===== config.mk =====
export PLATFORM = sky130hd
export DESIGN_NAME = device_graph_edge_store
export DESIGN_NICKNAME = d
export VERILOG_FILES = /design/src/dges_pkg.sv /design/src/device_graph_edge_store.sv
export SDC_FILE = /design/constraint.sdc
export NUM_CORES = 2
export LEC_CHECK = 0
export BUFFER_PORTS_ARGS = -buffer_cell sky130_fd_sc_hd__buf_2
export CAP_MARGIN = 10
export CORE_ASPECT_RATIO = 1.4
export CORE_MARGIN = 1
export CORE_UTILIZATION = 50
export CTS_BUF_LIST = sky130_fd_sc_hd__clkbuf_4
export DETAILED_ROUTE_END_ITERATION = 16
export MAX_ROUTING_LAYER = met4
export PLACE_DENSITY_LB_ADDON = 0.25
export SLEW_MARGIN = 20
export SYNTH_ARGS = -nofsm -noshare
export SYNTH_HDL_FRONTEND = slang
export SYNTH_SLANG_ARGS = --single-unit

===== constraint.sdc =====
create_clock -name clk_i -period 12.25 [get_ports clk_i]
set_input_delay 0.6125 -clock clk_i [delete_from_list [all_inputs] [get_ports clk_i]]
set_output_delay 0.6125 -clock clk_i [all_outputs]
set_load 0.02 [all_outputs]

===== src/dges_pkg.sv =====
// ---------------------------------------------------------------------------
// dges_pkg: shared types and constants for the device graph edge store
// Status codes, request codes and size defaults.
// ---------------------------------------------------------------------------
package dges_pkg;

  localparam int unsigned DevicesDefault = 32;
  localparam int unsigned IdW = 64;

  typedef enum logic [2:0] {
    ST_ADDED    = 3'd0,
    ST_FULL     = 3'd1,
    ST_NOTFOUND = 3'd2,
    ST_CONN     = 3'd3,
    ST_NONE     = 3'd4
  } status_e;

  typedef enum logic {
    REQ_ADD   = 1'b0,
    REQ_QUERY = 1'b1
  } req_e;

endpackage


===== src/device_graph_edge_store.sv =====
// ---------------------------------------------------------------------------
// device_graph_edge_store: device table with directed adjacency matrix
// ---------------------------------------------------------------------------
// One request at a time. The identifier table and the adjacency rows each
// live in a synchronous memory with a registered read, walked one entry at a time.
// An identifier lookup addresses and then compares each table entry in turn;
// an absent identifier is inserted by an add-edge request if room remains.
// A query looks up its identifier, fetches that device's row, scans it for
// outgoing neighbours, scans every row's column for incoming ones and ends
// with a final beat. A consumer that holds off a result beat stalls the walk.
// Results leave through an output register; the next request is taken once
// the final result of the current one has been delivered.
// ---------------------------------------------------------------------------
module device_graph_edge_store
  import dges_pkg::*;
#(
  parameter int unsigned DEVICES = DevicesDefault
) (
  input  logic          clk_i,
  input  logic          rst_ni,
  input  logic          in_valid_i,
  output logic          in_ready_o,
  input  logic          req_type_i,
  input  logic [63:0]   first_id_i,
  input  logic [63:0]   second_id_i,
  output logic          out_valid_o,
  input  logic          out_ready_i,
  output logic [2:0]    status_o,
  output logic          direction_o,
  output logic [4:0]    own_index_o,
  output logic [4:0]    peer_index_o,
  output logic [63:0]   peer_id_o,
  output logic          last_o
);

  localparam int unsigned IW = (DEVICES > 1) ? $clog2(DEVICES) : 1;
  localparam int unsigned CW = $clog2(DEVICES + 1);

  typedef enum logic [13:0] {
    S_IDLE  = 14'b00000000000001,
    S_LADDR = 14'b00000000000010,
    S_LCMP  = 14'b00000000000100,
    S_INS   = 14'b00000000001000,
    S_EDGE  = 14'b00000000010000,
    S_EWR   = 14'b00000000100000,
    S_FULL  = 14'b00000001000000,
    S_ROW   = 14'b00000010000000,
    S_RCAP  = 14'b00000100000000,
    S_RSCAN = 14'b00001000000000,
    S_RID   = 14'b00010000000000,
    S_CADDR = 14'b00100000000000,
    S_CCHK  = 14'b01000000000000,
    S_FIN   = 14'b10000000000000
  } state_e;

  // Memories
  logic [IdW-1:0]     id_mem [DEVICES];
  logic [DEVICES-1:0] adj_mem [DEVICES];
  logic [DEVICES-1:0] adj_vld_q;   // row valid bits, cleared at reset

  state_e           state_q;
  logic [CW-1:0]    total_q;
  logic             req_q;
  logic [IdW-1:0]   a_q, b_q;
  logic             second_q;      // looking up destination
  logic [CW-1:0]    ptr_q;         // walk pointer
  logic [IW-1:0]    src_q, dst_q;
  logic             src_ok_q;
  logic [DEVICES-1:0] row_q;

  // Pending neighbour, held one behind so last can be marked
  logic             pend_q;
  logic             pdir_q;
  logic [IW-1:0]    pidx_q;
  logic [IdW-1:0]   pid_q;

  // Memory read ports
  logic [IW-1:0]      id_raddr, adj_raddr;
  logic [IdW-1:0]     id_rdata_q;
  logic [DEVICES-1:0] adj_rdata_q;
  logic               adj_rvld_q;

  // Output register
  logic          ovld_q;
  logic [2:0]    ost_q;
  logic          odir_q, olast_q;
  logic [4:0]    oown_q, opeer_q;
  logic [63:0]   opid_q;

  logic          out_free;
  assign out_free = !ovld_q || out_ready_i;

  logic [IdW-1:0] key;
  assign key = second_q ? b_q : a_q;

  logic [IW-1:0] ptr_idx;
  assign ptr_idx = ptr_q[IW-1:0];

  assign in_ready_o = (state_q == S_IDLE) && !ovld_q;

  // Read addresses; the source row stays addressed while an edge waits
  always_comb begin
    id_raddr  = ptr_idx;
    adj_raddr = ptr_idx;
    if (state_q == S_EDGE || state_q == S_EWR || state_q == S_ROW) adj_raddr = src_q;
  end

  always_ff @(posedge clk_i) begin
    id_rdata_q <= id_mem[id_raddr];
    adj_rdata_q <= adj_mem[adj_raddr];
  end

  always_ff @(posedge clk_i or negedge rst_ni) begin
    if (!rst_ni) begin
      adj_rvld_q <= 1'b0;
    end else begin
      adj_rvld_q <= adj_vld_q[adj_raddr];
    end
  end

  logic [DEVICES-1:0] adj_rd;
  assign adj_rd = adj_rvld_q ? adj_rdata_q : '0;

  // Memory writes
  always_ff @(posedge clk_i) begin
    if (state_q == S_INS && req_q == REQ_ADD && total_q < CW'(DEVICES)) begin
      id_mem[total_q[IW-1:0]] <= key;
    end
    if (state_q == S_EWR && out_free) begin
      adj_mem[src_q] <= adj_rd | (DEVICES'(1) << dst_q);
    end
  end

  // A result beat is loaded this cycle
  logic out_set;
  always_comb begin
    out_set = 1'b0;
    if (out_free) begin
      case (state_q)
        S_INS:                out_set = (req_q == REQ_QUERY);
        S_EWR, S_FULL, S_FIN: out_set = 1'b1;
        S_RID:                out_set = pend_q;
        S_CCHK:               out_set = pend_q && adj_rd[src_q];
        default:              out_set = 1'b0;
      endcase
    end
  end

  always_ff @(posedge clk_i or negedge rst_ni) begin
    if (!rst_ni) begin
      ovld_q <= 1'b0;
    end else begin
      ovld_q <= out_set || (ovld_q && !out_ready_i);
    end
  end

  // Control
  always_ff @(posedge clk_i or negedge rst_ni) begin
    if (!rst_ni) begin
      state_q   <= S_IDLE;
      total_q   <= '0;
      adj_vld_q <= '0;
      req_q     <= 1'b0;
      a_q       <= '0;
      b_q       <= '0;
      second_q  <= 1'b0;
      ptr_q     <= '0;
      src_q     <= '0;
      dst_q     <= '0;
      src_ok_q  <= 1'b0;
      row_q     <= '0;
      pend_q    <= 1'b0;
      pdir_q    <= 1'b0;
      pidx_q    <= '0;
      pid_q     <= '0;
      ost_q     <= '0;
      odir_q    <= 1'b0;
      oown_q    <= '0;
      opeer_q   <= '0;
      opid_q    <= '0;
      olast_q   <= 1'b0;
    end else begin
      case (state_q)
        S_IDLE: begin
          if (in_valid_i && in_ready_o) begin
            req_q    <= req_type_i;
            a_q      <= first_id_i;
            b_q      <= second_id_i;
            second_q <= 1'b0;
            ptr_q    <= '0;
            src_q    <= '0;
            dst_q    <= '0;
            pend_q   <= 1'b0;
            src_ok_q <= 1'b0;
            state_q  <= S_LADDR;
          end
        end
        S_LADDR: begin
          // read of id_mem[ptr] is in flight
          if (ptr_q >= total_q) state_q <= S_INS;
          else state_q <= S_LCMP;
        end
        S_LCMP: begin
          if (id_rdata_q == key) begin
            if (req_q == REQ_QUERY) begin
              src_q   <= ptr_idx;
              state_q <= S_ROW;
            end else if (!second_q) begin
              src_q <= ptr_idx; src_ok_q <= 1'b1;
              second_q <= 1'b1; ptr_q <= '0; state_q <= S_LADDR;
            end else begin
              dst_q   <= ptr_idx;
              state_q <= src_ok_q ? S_EDGE : S_FULL;
            end
          end else begin
            ptr_q   <= ptr_q + CW'(1);
            state_q <= S_LADDR;
          end
        end
        S_INS: begin
          if (req_q == REQ_QUERY) begin
            if (out_free) begin
              ost_q <= ST_NOTFOUND; odir_q <= 1'b0;
              oown_q <= '0; opeer_q <= '0; opid_q <= '0; olast_q <= 1'b1;
              state_q <= S_IDLE;
            end
          end else if (total_q >= CW'(DEVICES)) begin
            // source failed: the destination is still looked up
            if (!second_q) begin
              second_q <= 1'b1; ptr_q <= '0; state_q <= S_LADDR;
            end else begin
              state_q <= S_FULL;
            end
          end else begin
            total_q <= total_q + CW'(1);
            if (!second_q) begin
              src_q <= total_q[IW-1:0]; src_ok_q <= 1'b1;
              second_q <= 1'b1; ptr_q <= '0; state_q <= S_LADDR;
            end else begin
              dst_q <= total_q[IW-1:0]; state_q <= S_EDGE;
            end
          end
        end
        S_EDGE: state_q <= S_EWR;   // row read in flight
        S_EWR: begin
          if (out_free) begin
            adj_vld_q[src_q] <= 1'b1;
            ost_q <= ST_ADDED; odir_q <= 1'b0;
            oown_q <= 5'(src_q); opeer_q <= 5'(dst_q); opid_q <= '0;
            olast_q <= 1'b1;
            state_q <= S_IDLE;
          end
        end
        S_FULL: begin
          if (out_free) begin
            ost_q <= ST_FULL; odir_q <= 1'b0;
            oown_q <= 5'(src_q); opeer_q <= 5'(dst_q); opid_q <= '0;
            olast_q <= 1'b1;
            state_q <= S_IDLE;
          end
        end
        S_ROW: state_q <= S_RCAP;   // source row read in flight
        S_RCAP: begin
          row_q <= adj_rd; ptr_q <= '0; state_q <= S_RSCAN;
        end
        S_RSCAN: begin
          // outgoing: one row bit per cycle, but a set bit waits in S_RID for the output; id read issued alongside
          if (ptr_q >= total_q) begin
            ptr_q <= '0; state_q <= S_CADDR;
          end else if (row_q[ptr_idx]) begin
            state_q <= S_RID;
          end else begin
            ptr_q <= ptr_q + CW'(1);
          end
        end
        S_RID: begin
          if (!pend_q || out_free) begin
            if (pend_q) begin
              ost_q <= ST_CONN; odir_q <= pdir_q;
              oown_q <= 5'(src_q); opeer_q <= 5'(pidx_q); opid_q <= pid_q;
              olast_q <= 1'b0;
            end
            pend_q <= 1'b1; pdir_q <= 1'b0; pidx_q <= ptr_idx; pid_q <= id_rdata_q;
            ptr_q <= ptr_q + CW'(1); state_q <= S_RSCAN;
          end
        end
        S_CADDR: begin
          // incoming: row ptr and id ptr are read this cycle
          if (ptr_q >= total_q) state_q <= S_FIN;
          else state_q <= S_CCHK;
        end
        S_CCHK: begin
          if (adj_rd[src_q]) begin
            if (!pend_q || out_free) begin
              if (pend_q) begin
                ost_q <= ST_CONN; odir_q <= pdir_q;
                oown_q <= 5'(src_q); opeer_q <= 5'(pidx_q); opid_q <= pid_q;
                olast_q <= 1'b0;
              end
              pend_q <= 1'b1; pdir_q <= 1'b1; pidx_q <= ptr_idx; pid_q <= id_rdata_q;
              ptr_q <= ptr_q + CW'(1); state_q <= S_CADDR;
            end
          end else begin
            ptr_q <= ptr_q + CW'(1); state_q <= S_CADDR;
          end
        end
        S_FIN: begin
          if (out_free) begin
            if (pend_q) begin
              ost_q <= ST_CONN; odir_q <= pdir_q;
              oown_q <= 5'(src_q); opeer_q <= 5'(pidx_q); opid_q <= pid_q;
            end else begin
              ost_q <= ST_NONE; odir_q <= 1'b0;
              oown_q <= 5'(src_q); opeer_q <= '0; opid_q <= '0;
            end
            olast_q <= 1'b1;
            pend_q  <= 1'b0;
            state_q <= S_IDLE;
          end
        end
        default: state_q <= S_IDLE;
      endcase
    end
  end

  assign out_valid_o  = ovld_q;
  assign status_o     = ost_q;
  assign direction_o  = odir_q;
  assign own_index_o  = oown_q;
  assign peer_index_o = opeer_q;
  assign peer_id_o    = opid_q;
  assign last_o       = olast_q;

  // Assertions
  a_total_max: assert property (@(posedge clk_i) disable iff (!rst_ni)
    total_q <= CW'(DEVICES)) else $error("device count overflow");
  a_total_mono: assert property (@(posedge clk_i) disable iff (!rst_ni)
    total_q >= $past(total_q)) else $error("device count decreased");
  a_busy: assert property (@(posedge clk_i) disable iff (!rst_ni)
    (state_q != S_IDLE) |-> !in_ready_o) else $error("ready while busy");
  a_added_ok: assert property (@(posedge clk_i) disable iff (!rst_ni)
    (ovld_q && ost_q == ST_ADDED) |-> (CW'(oown_q) < total_q))
    else $error("added index out of range");
  a_out_hold: assert property (@(posedge clk_i) disable iff (!rst_ni)
    (ovld_q && !out_ready_i) |=> (ovld_q && $stable(ost_q) && $stable(opid_q)
      && $stable(opeer_q) && $stable(olast_q)))
    else $error("result beat changed while stalled");

endmodule

==> summary.txt <==
Synth cell types: 80
Finish-stage setup viols: 0
Num CTS Buffers: 811
Post-Synth XOR/XNOR Area: 0.4516%
Die W: 445.5 um
Setup total negative slack: 0 ps
Final worst setup slack: 6128 ps
Largest net degree at the start of global routing: 155
#FFs+latches synth: 3551
Root Buffer: clkbuf_4
Pre-CTS setup slack: 6303 ps
Min Tclk post-route: 6122 ps
Post-Layout Cell Count: 13510
FP Rows: 227
Sequential share of the synthesized area: 75.36%
Synthesis Warnings: 0
Final wirelength: 382400 um
Mux contribution to synthesized area: 11.77%
Max Clk Rate: 163.3 MHz
Placer Congestion: 0.9302
Die Y-Extent: 622.9 um
Vias in the first global route: 81860
Drt wl/cell: 28.31 um
Syn Nets: 8283
Global route overflow: 0
Antenna Nets Post-Route: 0
Pwr dens: 180.2 mW/mm2
Final-report max-slew violation count: 0
Multi-input logic area: 0.03264 mm2
Initial Util: 50.34%
Type of origin of the critical path: flop
Critical-path maximum fanout: 26
Largest family of logic cells by synthesized area: multiplexers
Clock transition at the registers of the reported paths: 80 ps
Clk_lat worst skew: 1370 ps
Max Cap Viol: 0
Syn Area/Cell: 16.92 um2
Layout area overhead: 14.07%
First-pass GRT wire length: 552200 um
Crit path DAT: 7050 ps
Post-synthesis adder-cell area fraction: 0.09996%
Postcts setup bufs: 0
Syn Inst Count: 8139
DRC viols: 0
Clock Tree Buf Depth: 4
Number of buffers added on ports: 213
Post-Synth Simple-Gate Area: 8.116%
Register area: 0.1038 mm2
Vias per inst: 5.914
Setup crit end kind: flop
Post-synth EDFFs: 3072
Initial antenna violation count: 10
Drt pass-1 iters: 6
Final Util: 57.42%
HP Class: primary input to flop
RSZ-0062 raised after global routing: no
Top Ports: 214
Final Cycle Share: 49.98%
DIE AREA: 0.2775 mm2
Share of post-route cells with drive strength above 1: 26.46%
Commonest non-fill, non-tap cell in the layout: edfxtp_1
DR vias: 79870
Rel. slew slack: 23.10%
Slew @ Worst Pin: 1153 ps
Synth top area cells: edfxtp_1 67%, mux4_2 11%, dfrtp_1 6.9%
Leakage: 55.12 nW
CTS tree: yes
Tot GR Track Use: 28.43%
Final nets: 9292
Maximum VDD drop: 227.9 uV
Worst clock skew: 107.2 ps
Post-Syn Area: 0.1377 mm2
Largest area contributor in the netlist: edfxtp_1
Commonest non-fill, non-tap cells in the layout: 3072 x edfxtp_1, 1925 x nand2_1, 1238 x clkbuf_4
Yosys top cell area share: 67.00%
Crit Path Category: flop to flop
Post-synth top flop: edfxtp_1
First DRT Iteration DRCs: 8334
Post-synthesis compound-gate area fraction: 2.691%
Asr flop ratio synth: 10.79%
Post-DP HPWL: 211700 um
Final hold slack: 174.0 ps
Core area: 0.2735 mm2
Clk sinks: 3551
Placed insts: 11740
Status: complete, no violations
Worst EP required: 13180 ps
Fill cell count: 20600
H-tree levels: 6
Hold Fails Final Rpt: 0
## routing by layer
layer  up-vias  GRT usage (%)  part of all wire [%]
met3       927          5.234                   8.1
met5         -              -                     0
met2      3982          47.96                    52
met1     41100          33.38                    35
met4         0          12.24                   4.5
li1      33860              -                     -
## state kept, by name (all words and copies together), names as in the netlist, 6 cells and up
register	cells
adj_mem	1024
adj_rdata_q	32
id_rdata_q	64
state_q	14
a_q	64
b_q	64
peer_id_o	64
pid_q	64
ptr_q	6
id_mem	2048
row_q	32
adj_vld_q	32
total_q	6
## stage by stage
step	instance area (um2)	power (mW)
finish	157100	28.30
global route	157100	29.32
CTS	156900	28.40
detailed placement	143500	18.84
global placement	143500	18.65
floorplan	137700	17.19
## power by group
group | switching [mW] | leakage (nW) | total [mW] | internal (mW)
clock | 4.61 | 6.41 | 9.59 | 4.98
sequential | 0.313 | 34.3 | 15.3 | 15.0
combinational | 2.75 | 14.4 | 3.39 | 0.638
total | 7.67 | 55.1 | 28.3 | 20.6
## synth_stat cells, drive strengths merged (90+ instances only)
cell	number
o21ai	176
edfxtp	3072
nand2	1932
mux4	652
dfrtp	382
nor2	132
clkbuf	238
dfxtp	96
a31oi	121
buf	213
nand3	315
a21oi	90
## cells by family after synthesis
| logic type | after synthesis |
|---|---|
| simple gates | 2653 |
| buf+inv | 474 |
| fa+ha+maj | 11 |
| compound gates | 584 |
| mux | 795 |
| flops | 3551 |
| xor+xnor | 71 |
## what timing repair did
action	CTS	global route
hold buffers	259	0
gates resized for setup	0	0
endpoints found under the hold margin	272	0
## worst max-delay path, stage by stage (launching register included)
cell	delay, ps
dfrtp_1	510
nor4_2	610
nand2_1	190
nor4_1	520
nand2_1	380
nor3_2	630
nand2_1	730
nor2_4	900
buf_4	510
buf_4	620
## final timing paths
check,end,slack (ps),cells past startpoint,from
max,id_mem[2][33]$_DFFE_PP_,6130,9,state_q[5]$_DFFE_PN0P_
min,a_q[13]$_DFFE_PN0P_,170,4,first_id_i[13]
max reg2reg,id_mem[2][33]$_DFFE_PP_,6130,9,state_q[5]$_DFFE_PN0P_
min reg2reg,b_q[38]$_DFFE_PN0P_,460,2,b_q[38]$_DFFE_PN0P_
max in group asynchronous,peer_id_o[29]$_DFFE_PN0P_,9370,6,rst_ni
min in group asynchronous,row_q[18]$_DFFE_PN0P_,510,4,rst_ni
## final cells by class
cell class	instances	area share, %
multi-input combinational	4114	20.78
clock buffer	1238	5.917
timing repair buffer	647	3.270
sequential	3551	66.07
clock inverter	253	0.9544
tap	3664	2.919
inverter	23	0.05656
antenna	15	0.02390
Note: power is estimated with default switching activity, not from simulation.
